<file path="src/rtl/ndef_record_tlv_framer_macros.svh">
// assertion macros for the ndef record tlv framer
// no dependencies; included by the top level
`ifndef NDEF_RECORD_TLV_FRAMER_MACROS_SVH
`define NDEF_RECORD_TLV_FRAMER_MACROS_SVH

// antecedent holds -> consequent in the same cycle
`define FRM_ASSERT_SAME(label, clk, rst_n, ante, cons, msg) \
    label: assert property (@(posedge clk) disable iff (!rst_n) (ante) |-> (cons)) \
        else $error(msg);

// antecedent holds -> consequent in the next cycle
`define FRM_ASSERT_NEXT(label, clk, rst_n, ante, cons, msg) \
    label: assert property (@(posedge clk) disable iff (!rst_n) (ante) |=> (cons)) \
        else $error(msg);

`endif

</file>
<file path="src/rtl/ndef_frm_pkg.sv">
// shared types and constants for the ndef record tlv framer
// no dependencies
`timescale 1ns / 1ps

package ndef_frm_pkg;

    localparam int unsigned MAX_WORDS = 10;
    localparam int unsigned CNT_W     = $clog2(MAX_WORDS + 1);
    localparam int unsigned IDX_W     = $clog2(MAX_WORDS);

    localparam logic [1:0] FUNC_START   = 2'd0;
    localparam logic [1:0] FUNC_TYPE    = 2'd1;
    localparam logic [1:0] FUNC_PAYLOAD = 2'd2;

    localparam logic [1:0] ST_OK      = 2'd0;
    localparam logic [1:0] ST_TOOLONG = 2'd1;
    localparam logic [1:0] ST_SEQ     = 2'd2;

    localparam logic [7:0] TLV_NDEF    = 8'h03;
    localparam logic [7:0] TLV_TERM    = 8'hFE;
    localparam logic [7:0] TLV_LONG    = 8'hFF;
    localparam logic [7:0] HDR_SHORT   = 8'hD0;
    localparam logic [7:0] HDR_LONG    = 8'hC0;
    localparam logic [7:0] TNF_MASK    = 8'h07;
    localparam logic [15:0] SHORT_LIM  = 16'd256;
    localparam logic [16:0] HLEN_SHORT = 17'd3;
    localparam logic [16:0] HLEN_LONG  = 17'd6;

    typedef enum logic [2:0] {
        PH_IDLE    = 3'b001,
        PH_TYPE    = 3'b010,
        PH_PAYLOAD = 3'b100
    } phase_t;

    typedef struct packed {
        logic [1:0]  func;
        logic [2:0]  record_tnf;
        logic [7:0]  type_length;
        logic [15:0] payload_length;
        logic [7:0]  data_byte;
    } frm_item_t;

    typedef struct packed {
        phase_t      phase;
        logic [7:0]  type_left;
        logic [15:0] payload_left;
    } frm_state_t;

    typedef struct packed {
        logic [MAX_WORDS-1:0][7:0] bytes;
        logic [CNT_W-1:0]          count;
        logic                      fin_last;
        logic [1:0]                status;
    } frm_burst_t;

endpackage

</file>
<file path="src/rtl/ndef_frm_encode.sv">
// framing logic: one item plus current state -> word burst and next state
// depends on ndef_frm_pkg
`timescale 1ns / 1ps

module ndef_frm_encode (
    input  ndef_frm_pkg::frm_item_t  item,
    input  ndef_frm_pkg::frm_state_t cur,
    output ndef_frm_pkg::frm_burst_t burst,
    output ndef_frm_pkg::frm_state_t nxt
);

    always_comb
    begin
        logic [ndef_frm_pkg::CNT_W-1:0] k;
        logic        short_rec;
        logic [16:0] rec_len;
        logic [7:0]  tl;
        logic [15:0] pl;
        logic        adv;
        logic        err;
        logic [1:0]  err_code;

        k         = '0;
        burst     = '0;
        nxt       = cur;
        tl        = cur.type_left;
        pl        = cur.payload_left;
        adv       = 1'b0;
        err       = 1'b0;
        err_code  = ndef_frm_pkg::ST_SEQ;
        short_rec = item.payload_length < ndef_frm_pkg::SHORT_LIM;
        rec_len   = (short_rec ? ndef_frm_pkg::HLEN_SHORT : ndef_frm_pkg::HLEN_LONG)
                  + {9'd0, item.type_length} + {1'b0, item.payload_length};

        case (item.func)
            ndef_frm_pkg::FUNC_START:
            begin
                if (cur.phase != ndef_frm_pkg::PH_IDLE)
                begin
                    err = 1'b1;
                end
                else if (rec_len[16])
                begin
                    err      = 1'b1;
                    err_code = ndef_frm_pkg::ST_TOOLONG;
                end
                else
                begin
                    burst.bytes[k[ndef_frm_pkg::IDX_W-1:0]] = ndef_frm_pkg::TLV_NDEF;
                    k = k + 1'b1;
                    if (rec_len[15:0] >= {8'd0, ndef_frm_pkg::TLV_LONG})
                    begin
                        burst.bytes[k[ndef_frm_pkg::IDX_W-1:0]] = ndef_frm_pkg::TLV_LONG;
                        k = k + 1'b1;
                        burst.bytes[k[ndef_frm_pkg::IDX_W-1:0]] = rec_len[15:8];
                        k = k + 1'b1;
                    end
                    burst.bytes[k[ndef_frm_pkg::IDX_W-1:0]] = rec_len[7:0];
                    k = k + 1'b1;
                    burst.bytes[k[ndef_frm_pkg::IDX_W-1:0]] =
                        (short_rec ? ndef_frm_pkg::HDR_SHORT : ndef_frm_pkg::HDR_LONG)
                        | ({5'd0, item.record_tnf} & ndef_frm_pkg::TNF_MASK);
                    k = k + 1'b1;
                    burst.bytes[k[ndef_frm_pkg::IDX_W-1:0]] = item.type_length;
                    k = k + 1'b1;
                    if (!short_rec)
                    begin
                        burst.bytes[k[ndef_frm_pkg::IDX_W-1:0]] = 8'd0;
                        k = k + 1'b1;
                        burst.bytes[k[ndef_frm_pkg::IDX_W-1:0]] = 8'd0;
                        k = k + 1'b1;
                        burst.bytes[k[ndef_frm_pkg::IDX_W-1:0]] = item.payload_length[15:8];
                        k = k + 1'b1;
                    end
                    burst.bytes[k[ndef_frm_pkg::IDX_W-1:0]] = item.payload_length[7:0];
                    k   = k + 1'b1;
                    tl  = item.type_length;
                    pl  = item.payload_length;
                    adv = 1'b1;
                end
            end
            ndef_frm_pkg::FUNC_TYPE:
            begin
                if (cur.phase == ndef_frm_pkg::PH_TYPE && cur.type_left != 8'd0)
                begin
                    burst.bytes[k[ndef_frm_pkg::IDX_W-1:0]] = item.data_byte;
                    k   = k + 1'b1;
                    tl  = cur.type_left - 8'd1;
                    adv = 1'b1;
                end
                else
                begin
                    err = 1'b1;
                end
            end
            ndef_frm_pkg::FUNC_PAYLOAD:
            begin
                if (cur.phase == ndef_frm_pkg::PH_PAYLOAD && cur.payload_left != 16'd0)
                begin
                    burst.bytes[k[ndef_frm_pkg::IDX_W-1:0]] = item.data_byte;
                    k   = k + 1'b1;
                    pl  = cur.payload_left - 16'd1;
                    adv = 1'b1;
                end
                else
                begin
                    err = 1'b1;
                end
            end
            default:
            begin
                err = 1'b1;
            end
        endcase

        if (adv)
        begin
            nxt.type_left    = tl;
            nxt.payload_left = pl;
            if (tl != 8'd0)
            begin
                nxt.phase = ndef_frm_pkg::PH_TYPE;
            end
            else if (pl != 16'd0)
            begin
                nxt.phase = ndef_frm_pkg::PH_PAYLOAD;
            end
            else
            begin
                // record complete: close the message
                nxt.phase = ndef_frm_pkg::PH_IDLE;
                burst.bytes[k[ndef_frm_pkg::IDX_W-1:0]] = ndef_frm_pkg::TLV_TERM;
                k = k + 1'b1;
                burst.fin_last = 1'b1;
            end
        end

        if (err)
        begin
            burst          = '0;
            k              = ndef_frm_pkg::CNT_W'(1);
            burst.fin_last = 1'b1;
            burst.status   = err_code;
        end

        burst.count = k;
    end

endmodule

</file>
<file path="src/rtl/ndef_frm_burst.sv">
// result register: holds one word burst and hands it out one word per cycle while res_stall is low
// depends on ndef_frm_pkg
`timescale 1ns / 1ps

module ndef_frm_burst (
    input  logic                     clk,
    input  logic                     rst_n,
    input  logic                     load,
    input  ndef_frm_pkg::frm_burst_t burst,
    output logic                     ready,
    output logic                     res_valid,
    input  logic                     res_stall,
    output logic [7:0]               out_byte,
    output logic                     last,
    output logic [1:0]               status
);

    logic [ndef_frm_pkg::MAX_WORDS-1:0][7:0] bytes_reg;
    logic [ndef_frm_pkg::CNT_W-1:0]          count_reg;
    logic [ndef_frm_pkg::IDX_W-1:0]          idx_reg;
    logic                                    valid_reg;
    logic                                    fin_last_reg;
    logic [1:0]                              status_reg;
    logic                                    final_word;

    assign final_word = (ndef_frm_pkg::CNT_W'(idx_reg) + 1'b1) == count_reg;
    // free now, or the final word leaves this cycle
    assign ready      = !valid_reg || (final_word && !res_stall);

    always_ff @(posedge clk or negedge rst_n)
    begin
        if (!rst_n)
        begin
            valid_reg <= 1'b0;
            idx_reg   <= '0;
        end
        else if (load && ready)
        begin
            valid_reg <= 1'b1;
            idx_reg   <= '0;
        end
        else if (valid_reg && !res_stall)
        begin
            if (final_word)
            begin
                valid_reg <= 1'b0;
            end
            else
            begin
                idx_reg <= idx_reg + 1'b1;
            end
        end
    end

    always_ff @(posedge clk)
    begin
        if (load && ready)
        begin
            bytes_reg    <= burst.bytes;
            count_reg    <= burst.count;
            fin_last_reg <= burst.fin_last;
            status_reg   <= burst.status;
        end
    end

    assign res_valid = valid_reg;
    assign out_byte  = bytes_reg[idx_reg];
    assign last      = fin_last_reg && final_word;
    assign status    = status_reg;

endmodule

</file>
<file path="src/rtl/ndef_record_tlv_framer.sv">
// top level of the ndef record tlv framer: input register, framing state, result register
// depends on ndef_frm_pkg, ndef_frm_encode, ndef_frm_burst, ndef_record_tlv_framer_macros.svh
// an accepted word passes the input register, then the result register, before it is offered
// throughput: one input word per cycle while each makes one result word and res_stall is low;
// a start word makes 5 to 10 result words (1 if rejected) and the final data word 2
// reset: asynchronous, active low; clears the framer to idle with no message open
`timescale 1ns / 1ps

`include "ndef_record_tlv_framer_macros.svh"

module ndef_record_tlv_framer (
    input  logic        clk,
    input  logic        rst_n,
    // input channel
    input  logic        item_valid,
    output logic        item_stall,
    input  logic [1:0]  func,
    input  logic [2:0]  record_tnf,
    input  logic [7:0]  type_length,
    input  logic [15:0] payload_length,
    input  logic [7:0]  data_byte,
    // result channel
    output logic        res_valid,
    input  logic        res_stall,
    output logic [7:0]  out_byte,
    output logic        last,
    output logic [1:0]  status
);

    // input register stage
    logic                     in_valid_reg;
    ndef_frm_pkg::frm_item_t  in_item_reg;

    // framing state: phase and remaining type / payload counts
    ndef_frm_pkg::frm_state_t state_reg;
    ndef_frm_pkg::frm_state_t state_next;

    ndef_frm_pkg::frm_burst_t burst;
    logic                     burst_ready;
    logic                     accept;
    logic                     take;

    // the held word moves on whenever the result register can take a burst
    assign take       = in_valid_reg && burst_ready;
    assign item_stall = in_valid_reg && !burst_ready;
    assign accept     = item_valid && !item_stall;

    always_ff @(posedge clk or negedge rst_n)
    begin
        if (!rst_n)
        begin
            in_valid_reg <= 1'b0;
        end
        else if (accept)
        begin
            in_valid_reg <= 1'b1;
        end
        else if (take)
        begin
            in_valid_reg <= 1'b0;
        end
    end

    always_ff @(posedge clk)
    begin
        if (accept)
        begin
            in_item_reg.func           <= func;
            in_item_reg.record_tnf     <= record_tnf;
            in_item_reg.type_length    <= type_length;
            in_item_reg.payload_length <= payload_length;
            in_item_reg.data_byte      <= data_byte;
        end
    end

    // state advances exactly when a word's burst is committed
    always_ff @(posedge clk or negedge rst_n)
    begin
        if (!rst_n)
        begin
            state_reg.phase        <= ndef_frm_pkg::PH_IDLE;
            state_reg.type_left    <= 8'd0;
            state_reg.payload_left <= 16'd0;
        end
        else if (take)
        begin
            state_reg <= state_next;
        end
    end

    ndef_frm_encode u_encode (
        .item  (in_item_reg),
        .cur   (state_reg),
        .burst (burst),
        .nxt   (state_next)
    );

    ndef_frm_burst u_burst (
        .clk       (clk),
        .rst_n     (rst_n),
        .load      (take),
        .burst     (burst),
        .ready     (burst_ready),
        .res_valid (res_valid),
        .res_stall (res_stall),
        .out_byte  (out_byte),
        .last      (last),
        .status    (status)
    );

    // a committed burst is always offered on the next cycle
    `FRM_ASSERT_NEXT(a_take_offers, clk, rst_n, take, res_valid, "burst not offered after commit")
    // error words are single and always flagged last
    `FRM_ASSERT_SAME(a_err_last, clk, rst_n, res_valid && status != ndef_frm_pkg::ST_OK,
        last && out_byte == 8'd0, "error word not last or not zero")
    // an ok last word must be the terminator
    `FRM_ASSERT_SAME(a_last_term, clk, rst_n, res_valid && last && status == ndef_frm_pkg::ST_OK,
        out_byte == ndef_frm_pkg::TLV_TERM, "last word is not the terminator")
    // type phase always has type bytes left
    `FRM_ASSERT_SAME(a_type_left, clk, rst_n, state_reg.phase == ndef_frm_pkg::PH_TYPE,
        state_reg.type_left != 8'd0, "type phase with no type bytes left")

endmodule

</file>
<file path="config.mk">
export PLATFORM = sky130hd
export DESIGN_NAME = ndef_record_tlv_framer
export DESIGN_NICKNAME = d
export VERILOG_FILES = /design/src/rtl/ndef_frm_pkg.sv /design/src/rtl/ndef_frm_encode.sv /design/src/rtl/ndef_frm_burst.sv /design/src/rtl/ndef_record_tlv_framer.sv
export VERILOG_INCLUDE_DIRS = /design/src /design/src/rtl
export SDC_FILE = /design/constraint.sdc
export NUM_CORES = 1
export LEC_CHECK = 0
export BUFFER_PORTS_ARGS = -buffer_cell sky130_fd_sc_hd__buf_2
export CAP_MARGIN = 20
export CORE_UTILIZATION = 30
export DETAILED_ROUTE_END_ITERATION = 7
export SYNTH_ARGS = -nofsm -noshare
export SYNTH_HDL_FRONTEND = slang
export SYNTH_SLANG_ARGS = --single-unit
export TNS_END_PERCENT = 50
</file>
<file path="constraint.sdc">
create_clock -name clk -period 10.5 [get_ports clk]
set_clock_uncertainty 0.05 [all_clocks]
set_input_delay 1.05 -clock clk [delete_from_list [all_inputs] [get_ports clk]]
set_output_delay 1.05 -clock clk [all_outputs]
set_load 0.01 [all_outputs]
</file>
==> summary.md <==
- **arrival time of the worst setup path** 5.88 ns
- **headroom to the max-slew limit** 38.8%
- **fraction of final layout cells with drive strength greater than 1** 17.3%
- **Setup crit start kind** register
- **via-per-instance ratio** 5.36
- **number of clock sinks seen by CTS** 157
- **post-DP HPWL** 18.5 mm
- **number of antenna violations at the first check in global routing** 0
- **CP delay by family, top** simple AND/OR/NAND/NOR gates
- **total clock buffers created by CTS** 17
- **count of filler cells inserted in the layout** 2,923
- **CTS clk-pin slew, worst paths** 0.07 ns
- **DRC Markers** 0
- **Area after DPL** 9590 um2
- **number of enable-type register cells in the synthesized netlist** 124
- **final total negative setup slack** 0 ns
- **min-delay worst type** register to register
- **hold buffers post-CTS** 0
- **post-synthesis cell count** 825
- **I/O pins** 54
- **Total Routed Length** 25.7 mm
- **Fmax achieved** 0.173 GHz
- **total nets after synthesis** 892
- **post-route core utilization** 35.2%
- **number of failing setup endpoints in the final timing report** 0
- **row cnt** 62
- **buffers inserted by post-CTS timing repair** 0
- **number of hold-slack violations in the final timing report** 0
- **die height** 175 um
- **min Tclk post-route** 5.76 ns
- **Clock Latency Late Sink** 0.43 ns
- **top-area cell type share of the netlist area** 41.6%
- **Yosys reg bits** 157
- **number of DRC markers after the initial detailed-route iteration** 684
- **Max Fanout on Critical Path** 36
- **Synth async-reset ratio** 21.0%
- **area overhead of the layout relative to synthesis** 14.3%
- **CP required** 10.62 ns
- **number of H-tree levels** 4
- **number of buffer and inverter stages on the critical path** 4
- **most frequently used cell type in the post-synthesis netlist** sky130_fd_sc_hd__edfxtp_1
- **Die Footprint** 30,500 um2
- **cell count after placement** 1,233
- **largest net degree at the start of global routing** 89
- **final worst path period share** 54.9%
- **detail-routed net length per standard cell** 20.3 um
- **wire length of the first global-routing pass** 39.8 mm
- **ANT nets after route** 0
- **pwr dens** 183 nW/um2
- **pin slew with the least headroom to its limit** 0.919 ns
- **slowest stage cell on the critical path** sky130_fd_sc_hd__edfxtp_1
- **kind of end point of the critical path** register
- **leading post-synthesis cells by cell area** sky130_fd_sc_hd__edfxtp_1 (42%), sky130_fd_sc_hd__dfrtp_1 (9.0%), sky130_fd_sc_hd__nand2_1 (5.1%), sky130_fd_sc_hd__mux4_2 (4.0%), sky130_fd_sc_hd__o21ai_0 (3.5%)
- **Final Non-Filler Cells** 1,267
- **flip-flop count of the largest register after layout** 80
- **leakage power of the design** 3.87 nW
- **Peak VDD IR** 0.111 mV
- **count of TritonRoute iterations in the first routing pass** 5
- **vias post-DR** 6,787
- **setup repair after global routing missed its margin** no
- **global placement routability congestion** 0.908
- **Avg Cell Area, Syn** 10.8 um2
- **PortBufs** 53
- **antenna fix cells** 0
- **delay contributed by the slowest stage of the critical path** 0.52 ns
- **post_cts resized** 0
- **Yosys warning total** 0
- **Seq/Total Area, Yosys** 50.9%
- **Global Route Usage Sum** 17.3%
- **width of the chip** 175 um
- **clock tree root driver cell** sky130_fd_sc_hd__clkbuf_16
- **maximum count of clock buffers along a single path** 2
- **Net count, final** 937
- **max-slew violation count** 0
- **cell types with the highest counts after synthesis** sky130_fd_sc_hd__edfxtp_1 (124), sky130_fd_sc_hd__nand2_1 (121), sky130_fd_sc_hd__o21ai_0 (63), sky130_fd_sc_hd__nor2_1 (53), sky130_fd_sc_hd__a21oi_1 (42)
- **Final Total Pwr** 1.87 mW
- **number of global-route vias before repair** 6,619
- **Core Area** 29,000 um2
- **Crit Path Class** register to register
- **outcome** finished, final reports clean
- **chain of cells forming the critical path** nor4_1 -> and2_1 -> inv_1 -> fa_1 -> inv_1 -> ha_1 -> fa_1 -> a21oi_1 -> o21ai_0 -> a31oi_1 -> nor3_1 -> mux2_2 -> o22ai_1 -> nand4_1 -> buf_4 -> nand2_1 -> clkinv_1 -> ha_1 -> nand3_1 -> o21ai_0
- **Maximum Capacitance Violations** 0
- **number of different library cells in the post-synthesis netlist** 89
- **Congestion Overflow GR** 0
- **top flip-flop cell by instance count after synthesis** sky130_fd_sc_hd__edfxtp_1
- **starting density of the core** 30.8%
- **CTS tree** yes
- **design area** 10,200 um2
- **cell area after synthesis** 8940 um2
- **area leader, netlist** sky130_fd_sc_hd__edfxtp_1
[layout make-up]
class	instances	area, um2	share of cell area [%]
Clock inverter	14	149	1.46
Multi-Input combinational cell	602	4130	40.4
Inverter	30	114	1.11
Clock buffer	18	429	4.20
Timing Repair Buffer	62	373	3.65
Sequential cell	157	4550	44.5
Tap cell	384	480	4.70
[final timing paths]
path                                 startpoint                    end  slack, ns  cells past startpoint
min in group asynchronous                 rst_n          state_reg[13]       0.69                      1
max in group asynchronous                 rst_n     u_burst.idx_reg[3]       9.15                      1
worst max-delay path            in_item_reg[18]  u_burst.bytes_reg[21]       4.74                     20
worst min-delay path              state_reg[24]          state_reg[24]       0.46                      2
worst min register to register    state_reg[24]          state_reg[24]       0.46                      2
worst max register to register  in_item_reg[18]  u_burst.bytes_reg[21]       4.74                     20
[power by group]
group / internal [mW] / switching [mW] / total (mW) / leakage (nW)
logic: 0.185 / 0.246 / 0.431 / 2.03
registers: 0.747 / 0.0723 / 0.819 / 1.56
clock network: 0.336 / 0.282 / 0.619 / 0.277
total: 1.27 / 0.601 / 1.87 / 3.87
[stage by stage]
step / hold slack (ns) / setup WS, ns
2_1_floorplan: 0.416 / 5.47
3_3_place_gp: 0.440 / 4.90
3_5_place_dp: 0.450 / 4.82
4_1_cts: 0.458 / 4.80
5_1_grt: 0.494 / 4.34
6_report: 0.458 / 4.74
[cells in the final DEF (no fill, tap or decap), types with 4 or more instances in the layout]
cell type,n
sky130_fd_sc_hd__a221oi_1,9
sky130_fd_sc_hd__o21ai_0,63
sky130_fd_sc_hd__or3_1,4
sky130_fd_sc_hd__nand4_1,10
sky130_fd_sc_hd__edfxtp_1,124
sky130_fd_sc_hd__mux2i_1,6
sky130_fd_sc_hd__a21oi_1,42
sky130_fd_sc_hd__a31oi_1,9
sky130_fd_sc_hd__nand2b_1,6
sky130_fd_sc_hd__inv_8,5
sky130_fd_sc_hd__a211oi_1,4
sky130_fd_sc_hd__nor2_1,53
sky130_fd_sc_hd__mux2_2,14
sky130_fd_sc_hd__mux4_2,16
sky130_fd_sc_hd__and2_1,14
sky130_fd_sc_hd__a21o_1,9
sky130_fd_sc_hd__xnor2_1,14
sky130_fd_sc_hd__a22o_1,4
sky130_fd_sc_hd__o211ai_1,7
sky130_fd_sc_hd__buf_2,53
sky130_fd_sc_hd__nor2b_1,5
sky130_fd_sc_hd__dfrtp_1,32
sky130_fd_sc_hd__xor2_1,8
sky130_fd_sc_hd__ha_1,23
sky130_fd_sc_hd__buf_4,7
sky130_fd_sc_hd__nor3_1,19
sky130_fd_sc_hd__nor4_1,9
sky130_fd_sc_hd__clkinv_1,4
sky130_fd_sc_hd__o21a_1,9
sky130_fd_sc_hd__inv_1,25
sky130_fd_sc_hd__nand2_1,121
sky130_fd_sc_hd__o31ai_1,6
sky130_fd_sc_hd__clkbuf_16,17
sky130_fd_sc_hd__and3_1,15
sky130_fd_sc_hd__nand3_1,18
sky130_fd_sc_hd__nand3_4,4
[cell families after synthesis]
kind of cell               count (synthesis)  share of synthesized area (%)
muxes                                     36                           6.46
xor gates and xnor gates                  22                           2.15
AOI/OAI and AO/OA                        208                           15.5
and+or+nand+nor                          310                           18.1
buffers and inverters                     66                           2.97
DFF                                      157                           50.9
adders and majority gates                 26                           3.89
[routing by layer]
metal	global-route usage, %	up-vias	wire (um)
met5	0	-	0
met1	23.9	3320	11700
li1	-	3206	-
met2	27.1	220	11800
met3	3.44	41	1550
met4	5.80	0	639
[worst reg2reg max path: stages, from the launching register on]
cell and delay (ns):
sky130_fd_sc_hd__edfxtp_1 0.52, sky130_fd_sc_hd__nor4_1 0.31, sky130_fd_sc_hd__and2_1 0.32, sky130_fd_sc_hd__inv_1 0.20, sky130_fd_sc_hd__fa_1 0.39, sky130_fd_sc_hd__inv_1 0.07
sky130_fd_sc_hd__ha_1 0.21, sky130_fd_sc_hd__fa_1 0.23, sky130_fd_sc_hd__a21oi_1 0.09, sky130_fd_sc_hd__o21ai_0 0.28, sky130_fd_sc_hd__a31oi_1 0.19, sky130_fd_sc_hd__nor3_1 0.40
sky130_fd_sc_hd__mux2_2 0.39, sky130_fd_sc_hd__o22ai_1 0.15, sky130_fd_sc_hd__nand4_1 0.10, sky130_fd_sc_hd__buf_4 0.26, sky130_fd_sc_hd__nand2_1 0.26, sky130_fd_sc_hd__clkinv_1 0.32
sky130_fd_sc_hd__ha_1 0.36, sky130_fd_sc_hd__nand3_1 0.23, sky130_fd_sc_hd__o21ai_0 0.14
Power figures use the tool's default switching activity.
